`config.mk`:
```
export PLATFORM = sky130hd
export DESIGN_NAME = gesu_div
export DESIGN_NICKNAME = d
export VERILOG_FILES = /design/src/hdl/gesu_pkg.sv /design/src/hdl/gesu_div.sv
export SDC_FILE = /design/constraint.sdc
export NUM_CORES = 1
export LEC_CHECK = 0
export BUFFER_PORTS_ARGS = -buffer_cell sky130_fd_sc_hd__buf_2
export CORE_UTILIZATION = 40
export CTS_CLUSTER_SIZE = 25
export DETAILED_ROUTE_END_ITERATION = 16
export GPL_TIMING_DRIVEN = 1
export SETUP_SLACK_MARGIN = 0.2
export SLEW_MARGIN = 20
export SYNTH_ARGS = -nofsm -noshare
export SYNTH_HDL_FRONTEND = slang
export SYNTH_SLANG_ARGS = --single-unit
```
`constraint.sdc`:
```
create_clock -name clk -period 5.7 [get_ports clk]
set_clock_uncertainty 0.1 [all_clocks]
set_input_delay 1.14 -clock clk [delete_from_list [all_inputs] [get_ports clk]]
set_output_delay 1.14 -clock clk [all_outputs]
set_load 0.02 [all_outputs]
```
`src/hdl/gesu_pkg.sv`:
```
`timescale 1ns / 1ps
// ----------------------------------------------------------------------------
// gesu_pkg
// Types, constants and fixed-point helpers of the linear system solver.
// ----------------------------------------------------------------------------
package gesu_pkg;

    localparam int MAX_SIZE  = 16;
    localparam int FRAC_BITS = 16;
    localparam int DATA_W    = 32;
    localparam int STRIDE    = MAX_SIZE + 1;
    localparam int DEPTH     = MAX_SIZE * STRIDE;
    localparam int ADDR_W    = $clog2(DEPTH);
    localparam int IDX_W     = $clog2(MAX_SIZE);
    localparam int CNT_W     = $clog2(MAX_SIZE + 1);
    localparam int NUM_W     = DATA_W + FRAC_BITS;
    localparam int DCNT_W    = $clog2(NUM_W + 1);
    localparam int SIZE_W    = 5;
    localparam int THR_W     = 16;
    localparam int CFG_IDX_W = 1;

    // register indexes
    localparam logic [CFG_IDX_W-1:0] CFG_MATRIX_SIZE     = 1'b0;
    localparam logic [CFG_IDX_W-1:0] CFG_PIVOT_THRESHOLD = 1'b1;

    localparam logic [SIZE_W-1:0] SIZE_RESET = 5'd16;
    localparam logic [THR_W-1:0]  THR_RESET  = 16'd1;

    localparam logic signed [DATA_W-1:0] SAT_MAX = {1'b0, {(DATA_W-1){1'b1}}};
    localparam logic signed [DATA_W-1:0] SAT_MIN = {1'b1, {(DATA_W-1){1'b0}}};

    typedef struct packed {
        logic [3:0]               row;
        logic [4:0]               col;
        logic signed [DATA_W-1:0] value;
        logic                     last_element;
    } item_t;

    typedef struct packed {
        logic [3:0]               index;
        logic signed [DATA_W-1:0] solution;
        logic                     no_solution;
        logic                     last;
    } result_t;

    typedef struct packed {
        logic                     start;
        logic signed [DATA_W-1:0] num;
        logic signed [DATA_W-1:0] den;
    } div_req_t;

    typedef struct packed {
        logic                     done;
        logic signed [DATA_W-1:0] quot;
    } div_rsp_t;

    typedef enum logic [4:0] {
        ST_LOAD,
        ST_PIV_RD,
        ST_PIV_CHK,
        ST_SRCH_RD,
        ST_SRCH_CHK,
        ST_SWP_RD,
        ST_SWP_CAP,
        ST_SWP_WR,
        ST_ROW_RD,
        ST_ROW_DIV,
        ST_ROW_WAIT,
        ST_ELM_RD,
        ST_ELM_MUL,
        ST_ELM_WR,
        ST_FIN_RD,
        ST_FIN_CHK,
        ST_BS_RD,
        ST_BS_X,
        ST_BS_TRD,
        ST_BS_TMUL,
        ST_BS_TSUB,
        ST_BS_DRD,
        ST_BS_DIV,
        ST_BS_WAIT,
        ST_OUT_RD,
        ST_OUT_WR,
        ST_NOSOL
    } state_t;

    // row/column to coefficient address
    function automatic logic [ADDR_W-1:0] cell_addr(logic [CNT_W-1:0] r,
                                                    logic [CNT_W-1:0] c);
        return ADDR_W'(32'(r) * STRIDE + 32'(c));
    endfunction

    // clamp the size register into 1..MAX_SIZE
    function automatic logic [CNT_W-1:0] eff_size(logic [SIZE_W-1:0] ms);
        if (ms == '0)
            return CNT_W'(1);
        else if (32'(ms) > MAX_SIZE)
            return CNT_W'(MAX_SIZE);
        else
            return CNT_W'(ms);
    endfunction

    function automatic logic [DATA_W-1:0] mag(logic signed [DATA_W-1:0] v);
        return v[DATA_W-1] ? DATA_W'(-v) : DATA_W'(v);
    endfunction

    // pivot counts as zero
    function automatic logic below(logic signed [DATA_W-1:0] v, logic [THR_W-1:0] thr);
        logic [THR_W-1:0] t;
        t = (thr == '0) ? THR_W'(1) : thr;
        return mag(v) < DATA_W'(t);
    endfunction

    // usable substitute entry
    function automatic logic usable(logic signed [DATA_W-1:0] v, logic [THR_W-1:0] thr);
        return (mag(v) > DATA_W'(thr)) && (v != '0);
    endfunction

    // full product to fixed point, floor rounding, saturated
    function automatic logic signed [DATA_W-1:0] mul_sat(logic signed [2*DATA_W-1:0] p);
        logic signed [2*DATA_W-1:0] q;
        q = p >>> FRAC_BITS;
        if (q > (2*DATA_W)'(SAT_MAX))
            return SAT_MAX;
        else if (q < (2*DATA_W)'(SAT_MIN))
            return SAT_MIN;
        else
            return DATA_W'(q);
    endfunction

    function automatic logic signed [DATA_W-1:0] sub_sat(logic signed [DATA_W-1:0] a,
                                                         logic signed [DATA_W-1:0] b);
        logic signed [DATA_W:0] d;
        d = (DATA_W+1)'(a) - (DATA_W+1)'(b);
        if (d > (DATA_W+1)'(SAT_MAX))
            return SAT_MAX;
        else if (d < (DATA_W+1)'(SAT_MIN))
            return SAT_MIN;
        else
            return DATA_W'(d);
    endfunction

endpackage

```
`src/hdl/gesu_div.sv`:
```
`timescale 1ns / 1ps
// ----------------------------------------------------------------------------
// gesu_div
// Fixed-point divider, (num << FRAC_BITS) / den, one quotient bit a cycle,
// truncated toward zero and saturated.
// ----------------------------------------------------------------------------
module gesu_div (
    input  logic               clk,
    input  logic               rst_n,
    input  gesu_pkg::div_req_t req,
    output gesu_pkg::div_rsp_t rsp
);

    localparam int DW = gesu_pkg::DATA_W;
    localparam int NW = gesu_pkg::NUM_W;

    logic                        busy_reg, busy_next;
    logic                        done_reg, done_next;
    logic [gesu_pkg::DCNT_W-1:0] cnt_reg, cnt_next;
    logic [DW:0]                 rem_reg, rem_next;
    logic [NW-1:0]               quo_reg, quo_next;
    logic [DW-1:0]               den_reg, den_next;
    logic                        neg_reg, neg_next;
    logic [DW:0]                 rem_sh;

    // control
    always_ff @(posedge clk or negedge rst_n)
    begin
        if (!rst_n)
        begin
            busy_reg <= 1'b0;
            done_reg <= 1'b0;
            cnt_reg  <= '0;
        end
        else
        begin
            busy_reg <= busy_next;
            done_reg <= done_next;
            cnt_reg  <= cnt_next;
        end
    end

    // datapath
    always_ff @(posedge clk)
    begin
        rem_reg <= rem_next;
        quo_reg <= quo_next;
        den_reg <= den_next;
        neg_reg <= neg_next;
    end

    // one restoring step per cycle
    always_comb
    begin
        busy_next = busy_reg;
        done_next = 1'b0;
        cnt_next  = cnt_reg;
        rem_next  = rem_reg;
        quo_next  = quo_reg;
        den_next  = den_reg;
        neg_next  = neg_reg;
        rem_sh    = {rem_reg[DW-1:0], quo_reg[NW-1]};
        if (req.start)
        begin
            busy_next = 1'b1;
            cnt_next  = gesu_pkg::DCNT_W'(NW);
            rem_next  = '0;
            quo_next  = {gesu_pkg::mag(req.num), {gesu_pkg::FRAC_BITS{1'b0}}};
            den_next  = gesu_pkg::mag(req.den);
            neg_next  = req.num[DW-1] ^ req.den[DW-1];
        end
        else if (busy_reg)
        begin
            if (rem_sh >= {1'b0, den_reg})
            begin
                rem_next = rem_sh - {1'b0, den_reg};
                quo_next = {quo_reg[NW-2:0], 1'b1};
            end
            else
            begin
                rem_next = rem_sh;
                quo_next = {quo_reg[NW-2:0], 1'b0};
            end
            cnt_next = cnt_reg - 1'b1;
            if (cnt_reg == gesu_pkg::DCNT_W'(1))
            begin
                busy_next = 1'b0;
                done_next = 1'b1;
            end
        end
    end

    // sign and saturate
    always_comb
    begin
        rsp.done = done_reg;
        if (!neg_reg)
            rsp.quot = (quo_reg > NW'(gesu_pkg::SAT_MAX)) ? gesu_pkg::SAT_MAX
                                                         : DW'(quo_reg[DW-1:0]);
        else
            rsp.quot = (quo_reg > NW'({1'b1, {(DW-1){1'b0}}})) ? gesu_pkg::SAT_MIN
                                                               : DW'(-quo_reg[DW-1:0]);
    end

endmodule

```
==> out/summary.txt, run 1 <==
clock share of power -> 0.282
Fill cells -> 2139
switching power -> 1.40 mW
sequential power share -> 0.321
Fin. Hold Viols -> 0
Least-Margin Pin Slew -> 1.19 ns
Die Wd -> 151 µm
number of flip-flops in the largest register -> 48
PnR Total Power -> 3.82 mW
area leader, netlist -> edfxtp_1
Synth async-reset ratio -> 0.0661
Root Buffer -> clkbuf_16
ys flop type -> edfxtp_1
Skew-Pair Late Insertion Delay -> 0.42 ns
top cells by count, synth -> 102 x nand2_1, 82 x nor2_1, 78 x xnor2_1
Worst Path Buf+Inv -> 2
Worst path most repeated cell -> or4_1
H-tree Lvls -> 4
Via Count -> 7566
Die Area -> 22700 µm²
final setup fails -> 0
Post-Route Setup TNS -> 0 ns
area of the mapped netlist -> 8850 µm²
CP Class -> flip-flop to output port
Unique masters post-synth -> 67
Max Freq -> 186 MHz
Comb power frac -> 0.398
post-synthesis sequential area ratio -> 0.352
# hold bufs at CTS -> 0
Multi-input gate area -> 5280 µm²
post-DP HPWL -> 15100 µm
nets -> 1191
Longest Clk Path Bufs -> 2
GP Congestion -> 0.843
TritonCTS clock tree -> built
worst-case reg-to-reg path depth -> 12
clk slew on worst S/H paths -> 0.06 ns
Max stage delay cell, worst path -> or4_4
CP top delay family -> simple AND/OR/NAND/NOR gates
Post-Syn Nets -> 1123
Worst setup EP type -> output port
Arr. time, crit path -> 4.14 ns
Num CTS Buffers -> 17
Synth top area share -> 0.221
final instance area -> 10100 µm²
Slew Limit Fails -> 0
Int Power -> 2.42 mW
Max-slew headroom -> 0.206
Clock Sinks -> 121
vias in the first global route -> 6913
diodes inserted -> 0
Synth Area per Inst -> 8.69 µm²
max_cap viols -> 0
router iterations before antenna repair -> 5
largest net degree at the start of global routing -> 78
count leader, synth -> nand2_1
drt via density -> 5.49
IO Port Bufs -> 99
yosys warns -> 0
Hold EP -> rem_reg[25]$_SDFFE_PP0P_
worst hold path depth -> 2
Gate Count Post-Synth -> 1018
GRT overflow -> 0
Die Y -> 151 µm
worst r2r src -> den_reg[26]$_DFFE_PP_
DP Area -> 9510 µm²
fraction of layout cells with a size suffix above 1 -> 0.148
initial antenna violation count -> 0
Worst EP required -> 4.46 ns
# DRC -> 0
internal reg-to-reg setup slack -> 1.68 ns
IR drop worst, VDD -> 0.216 mV
most area-consuming cells after synthesis -> edfxtp_1 22%, dfxtp_1 11%, xnor2_1 7.7%
core area -> 21800 µm²
slowest stage delay, CP -> 0.56 ns
register bit total from synthesis -> 121
Final Routed Wirelength -> 20700 µm
I/O pins -> 100
CP max FO -> 28
hold_sp -> rem_reg[24]$_SDFFE_PP0P_
r2r endpoint -> rem_reg[0]$_SDFFE_PP0P_
Starting Density -> 0.407
Routed Antenna Nets -> 0
cells along the critical path -> or4_1 > or4_4 > or3_4 > nand4bb_4 > or4_1 > a21o_1 > inv_2 > nand2_4 > o311ai_1 > buf_2
setup ws final -> 0.317 ns
layout overhead on the synthesized area -> 14.6%
Place WS -> 0.733 ns
pwr dens -> 377 nW/µm²
worst min path class -> flip-flop to flip-flop
RSZ-0062 raised after global routing -> yes
static leakage -> 4.17 nW
run status -> completed
switching share of power -> 0.367
FP Rows -> 54
final period utilization -> 0.944
shortest period the worst path allows -> 5.38 ns
Reg area -> 3110 µm²
All-Layer GR Usage -> 0.190
first-pass GRT wire length -> 34300 µm
Starting DRT DRC Count -> 522
EDFF count, synth -> 65
CP Launch Type -> flip-flop
WL/cell -> 15.0 µm
## kinds of logic (layout without fill, tap and decap cells)
| family | after synthesis | in the layout | synth area share |
|---|---|---|---|
| muxes | 39 | 39 | 0.0444 |
| buffers and inverters | 126 | 207 | 0.0571 |
| adders and majority gates | 38 | 38 | 0.0546 |
| AOI/OAI and AO/OA | 278 | 278 | 0.220 |
| xor gates and xnor gates | 92 | 92 | 0.0911 |
| DFF | 121 | 121 | 0.352 |
| and+or+nand+nor | 324 | 324 | 0.181 |
## cell type report
cell class	count	area share
multi-input cells	771	0.520
flip-flops and latches	121	0.307
repair buffers	108	0.0560
clock buffers	18	0.0423
well taps	280	0.0345
inverters	67	0.0248
clock inverters	14	0.0154
## stage by stage
step	hold slack, ns	utilization	std cells
CTS	0.397	0.464	1378
global placement	0.387	0.437	1346
global route	0.425	0.466	1379
floorplan	0.369	-	1018
finish	0.396	0.466	1379
detailed placement	0.399	0.437	1346
## power by group through the flow
stage	Sequential, mW	Combinational, mW	Clock [mW]
global placement	1.24	1.49	0
finish	1.22	1.52	1.08
floorplan	1.18	1.20	0
detailed placement	1.24	1.50	0
global route	1.25	1.71	1.14
CTS	1.22	1.51	1.10
## tightest hold or removal path, cell delays in order, from the launching register on
cell,delay (ns)
dfxtp_1,0.32
nand2_1,0.06
o211ai_1,0.07
## cells in the final DEF, fill, tap and decap left out, types with 32 or more instances in the layout
cell      count
nand2_1     102
mux2i_1      37
edfxtp_1     65
buf_2        97
ha_1         37
nor2_1       82
a22o_1       32
a21oi_1      32
dfxtp_1      48
xnor2_1      78
o21ai_0      64
inv_1        66
## what timing repair did
item                       in CTS  in global routing
setup buffers                   0                  1
setup endpoints to repair       0                 24
resized for setup               0                  6
## worst max-delay path by stage
stage,cells past startpoint,to,slack (ns),startpoint
floorplan,11,rsp[19],0.83,quo_reg[17]$_DFFE_PP_
global placement,11,rsp[17],0.74,quo_reg[17]$_DFFE_PP_
detailed placement,10,rsp[24],0.73,quo_reg[17]$_DFFE_PP_
CTS,10,rsp[24],0.26,quo_reg[17]$_DFFE_PP_
global route,10,rsp[8],0.17,quo_reg[17]$_DFFE_PP_
finish,10,rsp[8],0.32,quo_reg[17]$_DFFE_PP_
## per-layer routing
layer,vias to the layer above,share of wire,track usage
li1,3886,-,-
met2,165,0.45,0.301
met5,-,0,0
met4,0,0.012,0.0580
met3,19,0.043,0.0270
met1,3496,0.50,0.265
Power figures use the tool's default switching activity.
==> run 2, diff against run 1 <==
CORE_MARGIN = 3   (was default)
==> run 2 against run 1 <==
Effect of this change: worst setup slack improved by 0.0011 ns; combinational power increased by 3%; sequential share of layout area increased by 0.072 points; cell count decreased by 0.22%; sequential cell count unchanged; cell area decreased by 0.23%; clock power decreased by 14%; global-route usage decreased by 1.4 points; via count increased by 1.1%; non-clock buffer count increased by 2; highest routed layer unchanged.
==> out/summary.txt, run 2 (same netlist as run 1, synthesis figures left out) <==
number of flip-flops in the largest register -> 48 (unchanged)
Via Count -> 7653 (was 7566)
IO Port Bufs -> 99 (unchanged)
GRT overflow -> 0 (unchanged)
Reg area -> 3110 µm² (unchanged)
Final Routed Wirelength -> 21100 µm (was 20700 µm)
initial antenna violation count -> 0 (unchanged)
router iterations before antenna repair -> 4 (was 5)
FP Rows -> 53 (was 54)
cells along the critical path -> or4_1 > or4_4 > or3_4 > nand4bb_4 > or4_1 > a21o_4 > buf_6 > o41ai_2 > nand2_1 > o311ai_1 > buf_2 (was or4_1 > or4_4 > or3_4 > nand4bb_4 > or4_1 > a21o_1 > inv_2 > nand2_4 > o311ai_1 > buf_2)
layout overhead on the synthesized area -> 14.4% (was 14.6%)
clk slew on worst S/H paths -> 0.05 ns (was 0.06 ns)
Multi-input gate area -> 5310 µm² (was 5280 µm²)
WL/cell -> 15.4 µm (was 15.0 µm)
shortest period the worst path allows -> 5.38 ns (about the same)
Worst path most repeated cell -> or4_1 (unchanged)
IR drop worst, VDD -> 0.195 mV (was 0.216 mV)
Post-Route Setup TNS -> 0 ns (unchanged)
Skew-Pair Late Insertion Delay -> 0.41 ns (was 0.42 ns)
run status -> completed (unchanged)
most common cell after layout, fill and taps aside -> nand2_1 (unchanged)
Max-slew headroom -> 0.432 (was 0.206)
CP Class -> flip-flop to output port (unchanged)
Root Buffer -> clkbuf_16 (unchanged)
Num CTS Buffers -> 17 (unchanged)
vias in the first global route -> 7013 (was 6913)
Die Area -> 23900 µm² (was 22700 µm²)
RSZ-0062 raised after global routing -> yes (unchanged)
max_cap viols -> 0 (unchanged)
Least-Margin Pin Slew -> 0.852 ns (was 1.19 ns)
Fin. Hold Viols -> 0 (unchanged)
worst min path class -> flip-flop to flip-flop (unchanged)
nets -> 1193 (was 1191)
Die Wd -> 155 µm (was 151 µm)
All-Layer GR Usage -> 0.176 (was 0.190)
most frequent cells in the layout -> 102 x nand2_1, 97 x buf_2, 82 x nor2_1, 78 x xnor2_1 (was 102 x nand2_1, 97 x buf_2, 82 x nor2_1, 78 x xnor2_1, 66 x inv_1)
Worst setup EP type -> output port (unchanged)
slowest stage delay, CP -> 0.55 ns (was 0.56 ns)
I/O pins -> 100 (unchanged)
Die Y -> 155 µm (was 151 µm)
Arr. time, crit path -> 4.14 ns (about the same)
first-pass GRT wire length -> 35200 µm (was 34300 µm)
post-DP HPWL -> 15300 µm (was 15100 µm)
CP max FO -> 21 (was 28)
final setup fails -> 0 (unchanged)
Starting DRT DRC Count -> 567 (was 522)
Fill cells -> 2098 (was 2139)
Starting Density -> 0.414 (was 0.407)
final period utilization -> 0.944 (about the same)
Clock Sinks -> 121 (unchanged)
pwr dens -> 366 nW/µm² (was 377 nW/µm²)
static leakage -> 4.14 nW (was 4.17 nW)
Routed Antenna Nets -> 0 (unchanged)
PnR Total Power -> 3.71 mW (was 3.82 mW)
Worst EP required -> 4.46 ns (about the same)
# hold bufs at CTS -> 0 (unchanged)
Max stage delay cell, worst path -> or4_4 (unchanged)
Slew Limit Fails -> 0 (unchanged)
worst hold slack -> 0.402 ns (was 0.396 ns)
GP Congestion -> 0.859 (was 0.843)
diodes inserted -> 0 (unchanged)
core area -> 21400 µm² (was 21800 µm²)
fraction of layout cells with a size suffix above 1 -> 0.155 (was 0.148)
CP Launch Type -> flip-flop (unchanged)
H-tree Lvls -> 4 (unchanged)
drt via density -> 5.56 (was 5.49)
Max Freq -> 186 MHz (about the same)
# DRC -> 0 (unchanged)
Longest Clk Path Bufs -> 2 (unchanged)
largest net degree at the start of global routing -> 79 (was 78)
TritonCTS clock tree -> built (unchanged)
==> run 2: cell count changes in the layout (fill, tap and decap cells not counted), moves of 2 or more <==
cell | before | now
clkinv_2 | 3 | 5
o311ai_1 | 27 | 22
bufinv_16 | 3 | 0
o311ai_2 | 0 | 5
==> run 2: path summary, 6_finish.rpt <==
path,start,depth (start not counted),end,slack [ns]
hold reg to reg,rem_reg[24]$_SDFFE_PP0P_,2,rem_reg[25]$_SDFFE_PP0P_,0.40
max in group asynchronous,rst_n,1,busy_reg$_DFF_PN0_,4.85
min in group asynchronous,rst_n,1,done_reg$_DFF_PN0_,0.46
setup / recovery,quo_reg[17]$_DFFE_PP_,11,rsp[17],0.32
hold / removal,rem_reg[24]$_SDFFE_PP0P_,2,rem_reg[25]$_SDFFE_PP0P_,0.40
setup reg to reg,den_reg[3]$_DFFE_PP_,12,rem_reg[0]$_SDFFE_PP0P_,1.61
==> run 2: stage by stage <==
step	utilization	area [µm²]	worst slack [ns]	instances
floorplan	-	8850	0.826	1018
global placement	0.445	9500	0.637	1341
detailed placement	0.445	9500	0.553	1341
CTS	0.470	10000	0.237	1373
global route	0.474	10100	0.136	1376
finish	0.474	10100	0.318	1376
==> run 2: power breakdown <==
group          leakage (nW)  internal [mW]  total (mW)  switching [mW]
Sequential             1.16           1.08        1.22           0.134
Combinational          2.74          0.662        1.56           0.894
Clock                 0.248          0.549       0.934           0.386
Total                  4.14           2.29        3.71            1.41
==> run 2: critical path, delay by kind of cell (launching register included) <==
kind            cells  cell delay, ns
buf+inv             2            0.40
flops               1            0.42
compound gates      3            0.68
simple gates        6            2.21
==> run 2: repair_timing <==
item / in CTS / in global routing
cloned: 0 / 0
setup buffers: 0 / 3
hold endpoints to repair: 0 / 0
resized for setup: 3 / 10
setup endpoints to repair: 2 / 22
==> run 2: layout make-up <==
cell class / instances / area share
clock buffers: 19 / 0.0428
clock inverters: 13 / 0.00804
inverters: 67 / 0.0248
multi-input cells: 771 / 0.525
flip-flops and latches: 121 / 0.308
well taps: 275 / 0.0340
repair buffers: 110 / 0.0580
==> run 2: per-layer routing <==
| layer | wire, µm | part of all wire | track usage | up-vias |
|---|---|---|---|---|
| li1 | - | - | - | 3911 |
| met3 | 1040 | 0.049 | 0.0341 | 13 |
| met5 | 0 | 0 | 0 | - |
| met4 | 176 | 0.0083 | 0.0395 | 0 |
| met1 | 10500 | 0.50 | 0.258 | 3520 |
| met2 | 9400 | 0.44 | 0.267 | 209 |
==> run 3, diff against run 2 <==
BUFFER_PORTS_ARGS = -buffer_cell sky130_fd_sc_hd__clkbuf_2   (was -buffer_cell sky130_fd_sc_hd__buf_2)
==> run 3 against run 2 <==
Effect of this change: cell count is 0.15% higher; largest cell class unchanged; routed wire length is 0.64% lower; non-clock buffer count is 2 higher; power is 2.1% higher; combinational power hardly changed; sequential cell count stayed put; cell area is 0.42% higher; die area stayed put; sequential share of layout area is 0.10 points lower.
==> out/summary.txt, run 3 (same netlist as run 1, synthesis figures left out) <==
post-DP HPWL -> 15300 µm (about the same)
Starting Density -> 0.414 (unchanged)
Slew Limit Fails -> 0 (unchanged)
Routed Antenna Nets -> 0 (unchanged)
# hold bufs at CTS -> 0 (unchanged)
largest net degree at the start of global routing -> 79 (unchanged)
Hold EP -> rem_reg[7]$_SDFFE_PP0P_ (was rem_reg[25]$_SDFFE_PP0P_)
CP max FO -> 17 (was 21)
initial antenna violation count -> 0 (unchanged)
Starting DRT DRC Count -> 429 (was 567)
router iterations before antenna repair -> 5 (was 4)
Num CTS Buffers -> 17 (unchanged)
internal reg-to-reg setup slack -> 1.65 ns (was 1.61 ns)
Die Area -> 23900 µm² (unchanged)
Final Routed Wirelength -> 21000 µm (was 21100 µm)
GP Congestion -> 0.852 (was 0.859)
Worst EP required -> 4.46 ns (about the same)
worst hold path depth -> 2 (unchanged)
final setup fails -> 0 (unchanged)
CP Launch Type -> flip-flop (unchanged)
H-tree Lvls -> 4 (unchanged)
Multi-input gate area -> 5290 µm² (was 5310 µm²)
Max-slew headroom -> 0.429 (was 0.432)
slowest stage delay, CP -> 0.55 ns (about the same)
IO Port Bufs -> 99 (unchanged)
Die Wd -> 155 µm (unchanged)
CP Class -> flip-flop to output port (unchanged)
Place WS -> 0.557 ns (was 0.553 ns)
Worst path most repeated cell -> or4_1 (unchanged)
FP Rows -> 53 (unchanged)
I/O pins -> 100 (unchanged)
Final Util -> 0.476 (was 0.474)
most frequent cells in the layout -> 102 x nand2_1, 93 x clkbuf_2, 82 x nor2_1, 78 x xnor2_1 (was 102 x nand2_1, 97 x buf_2, 82 x nor2_1, 78 x xnor2_1)
worst r2r src -> den_reg[3]$_DFFE_PP_ (unchanged)
r2r endpoint -> rem_reg[0]$_SDFFE_PP0P_ (unchanged)
Root Buffer -> clkbuf_16 (unchanged)
nets -> 1195 (was 1193)
final cell count without fillers -> 1378 (was 1376)
Fin. Hold Viols -> 0 (unchanged)
Max stage delay cell, worst path -> or4_4 (unchanged)
Die Y -> 155 µm (unchanged)
layout overhead on the synthesized area -> 14.8% (was 14.4%)
Fill cells -> 2067 (was 2098)
GRT overflow -> 0 (unchanged)
final instance area -> 10200 µm² (was 10100 µm²)
hold_sp -> rem_reg[7]$_SDFFE_PP0P_ (was rem_reg[24]$_SDFFE_PP0P_)
static leakage -> 4.20 nW (was 4.14 nW)
Max Freq -> 187 MHz (was 186 MHz)
RSZ-0062 raised after global routing -> yes (unchanged)
core area -> 21400 µm² (unchanged)
pwr dens -> 372 nW/µm² (was 366 nW/µm²)
WL/cell -> 15.2 µm (was 15.4 µm)
vias in the first global route -> 7046 (was 7013)
most common cell after layout, fill and taps aside -> nand2_1 (unchanged)
final period utilization -> 0.938 (was 0.944)
diodes inserted -> 0 (unchanged)
Post-Route Setup TNS -> 0 ns (unchanged)
clk slew on worst S/H paths -> 0.05 ns (about the same)
worst-case reg-to-reg path depth -> 12 (unchanged)
Arr. time, crit path -> 4.11 ns (was 4.14 ns)
drt via density -> 5.50 (was 5.56)
run status -> completed (unchanged)
max_cap viols -> 0 (unchanged)
Longest Clk Path Bufs -> 2 (unchanged)
DP Area -> 9500 µm² (unchanged)
All-Layer GR Usage -> 0.176 (about the same)
IR drop worst, VDD -> 0.240 mV (was 0.195 mV)
TritonCTS clock tree -> built (unchanged)
Skew-Pair Late Insertion Delay -> 0.41 ns (about the same)
Least-Margin Pin Slew -> 0.857 ns (was 0.852 ns)
first-pass GRT wire length -> 35100 µm (was 35200 µm)
Via Count -> 7574 (was 7653)
fraction of layout cells with a size suffix above 1 -> 0.155 (about the same)
cells along the critical path -> or4_1 > or4_4 > or3_4 > nand4bb_4 > or4_1 > a21o_4 > buf_4 > o41ai_2 > nand2_1 > o311ai_1 > buf_2 (was or4_1 > or4_4 > or3_4 > nand4bb_4 > or4_1 > a21o_4 > buf_6 > o41ai_2 > nand2_1 > o311ai_1 > buf_2)
Worst setup EP type -> output port (unchanged)
# DRC -> 0 (unchanged)
setup ws final -> 0.354 ns (was 0.318 ns)
number of flip-flops in the largest register -> 48 (unchanged)
worst min path class -> flip-flop to flip-flop (unchanged)
DP Cell Count -> 1341 (unchanged)
Clock Sinks -> 121 (unchanged)
shortest period the worst path allows -> 5.35 ns (was 5.38 ns)
Reg area -> 3120 µm² (was 3110 µm²)
## run 3: cell count changes in the layout (fill, tap and decap cells not counted), sizes merged
cell / before / now
buf: 110 / 19
clkinvlp: 3 / 2
clkbuf: 19 / 111
bufinv: 0 / 2
## run 3: what timing repair did
| item | 4_1_cts | 5_1_grt |
|---|---|---|
| gates resized for setup | 3 | 14 |
| endpoints found under the setup margin | 11 | 28 |
| buffers inserted | 0 | 5 |
| pin swaps | 0 | 1 |
| gates cloned | 0 | 0 |
## run 3: layout make-up
class,count,area share
clock buffer,18,0.0422
inverter,67,0.0247
sequential,121,0.307
timing repair buffer,112,0.0591
clock inverter,14,0.0129
multi-input combinational,771,0.520
tap,275,0.0339
## run 3: worst max-delay path by stage
stage	startpoint	endpoint
global placement	quo_reg[17]$_DFFE_PP_	rsp[17]
detailed placement	quo_reg[17]$_DFFE_PP_	rsp[17]
finish	quo_reg[17]$_DFFE_PP_	rsp[16]
CTS	quo_reg[17]$_DFFE_PP_	rsp[17]
global route	quo_reg[17]$_DFFE_PP_	rsp[14]
floorplan	quo_reg[17]$_DFFE_PP_	rsp[19]
## run 3: critical path: cells and delay by family (launching register included)
family,cells,cell delay [ns]
buffers and inverters,2,0.43
and+or+nand+nor,6,2.21
AOI/OAI and AO/OA,3,0.65
DFF,1,0.39
## run 3: per-stage QoR
| step | hold WS [ns] | power [mW] |
|---|---|---|
| after floorplan | 0.369 | 2.39 |
| after global placement | 0.392 | 2.75 |
| after detailed placement | 0.395 | 2.75 |
| after CTS | 0.402 | 3.80 |
| after global routing | 0.417 | 4.06 |
| final | 0.404 | 3.78 |
## run 3: per-layer routing
layer,up-vias,track usage,share of wire,wire (µm)
met1,3503,0.252,0.49,10300
met4,0,0.0492,0.011,229
met2,158,0.274,0.45,9440
met5,-,0,0,0
li1,3899,-,-,-
met3,14,0.0322,0.050,1050
## run 3: power breakdown
| group | leakage (nW) | switching, mW | internal (mW) |
|---|---|---|---|
| Sequential | 1.16 | 0.133 | 1.08 |
| Combinational | 2.78 | 0.888 | 0.661 |
| Clock | 0.270 | 0.382 | 0.636 |
| Total | 4.20 | 1.40 | 2.38 |
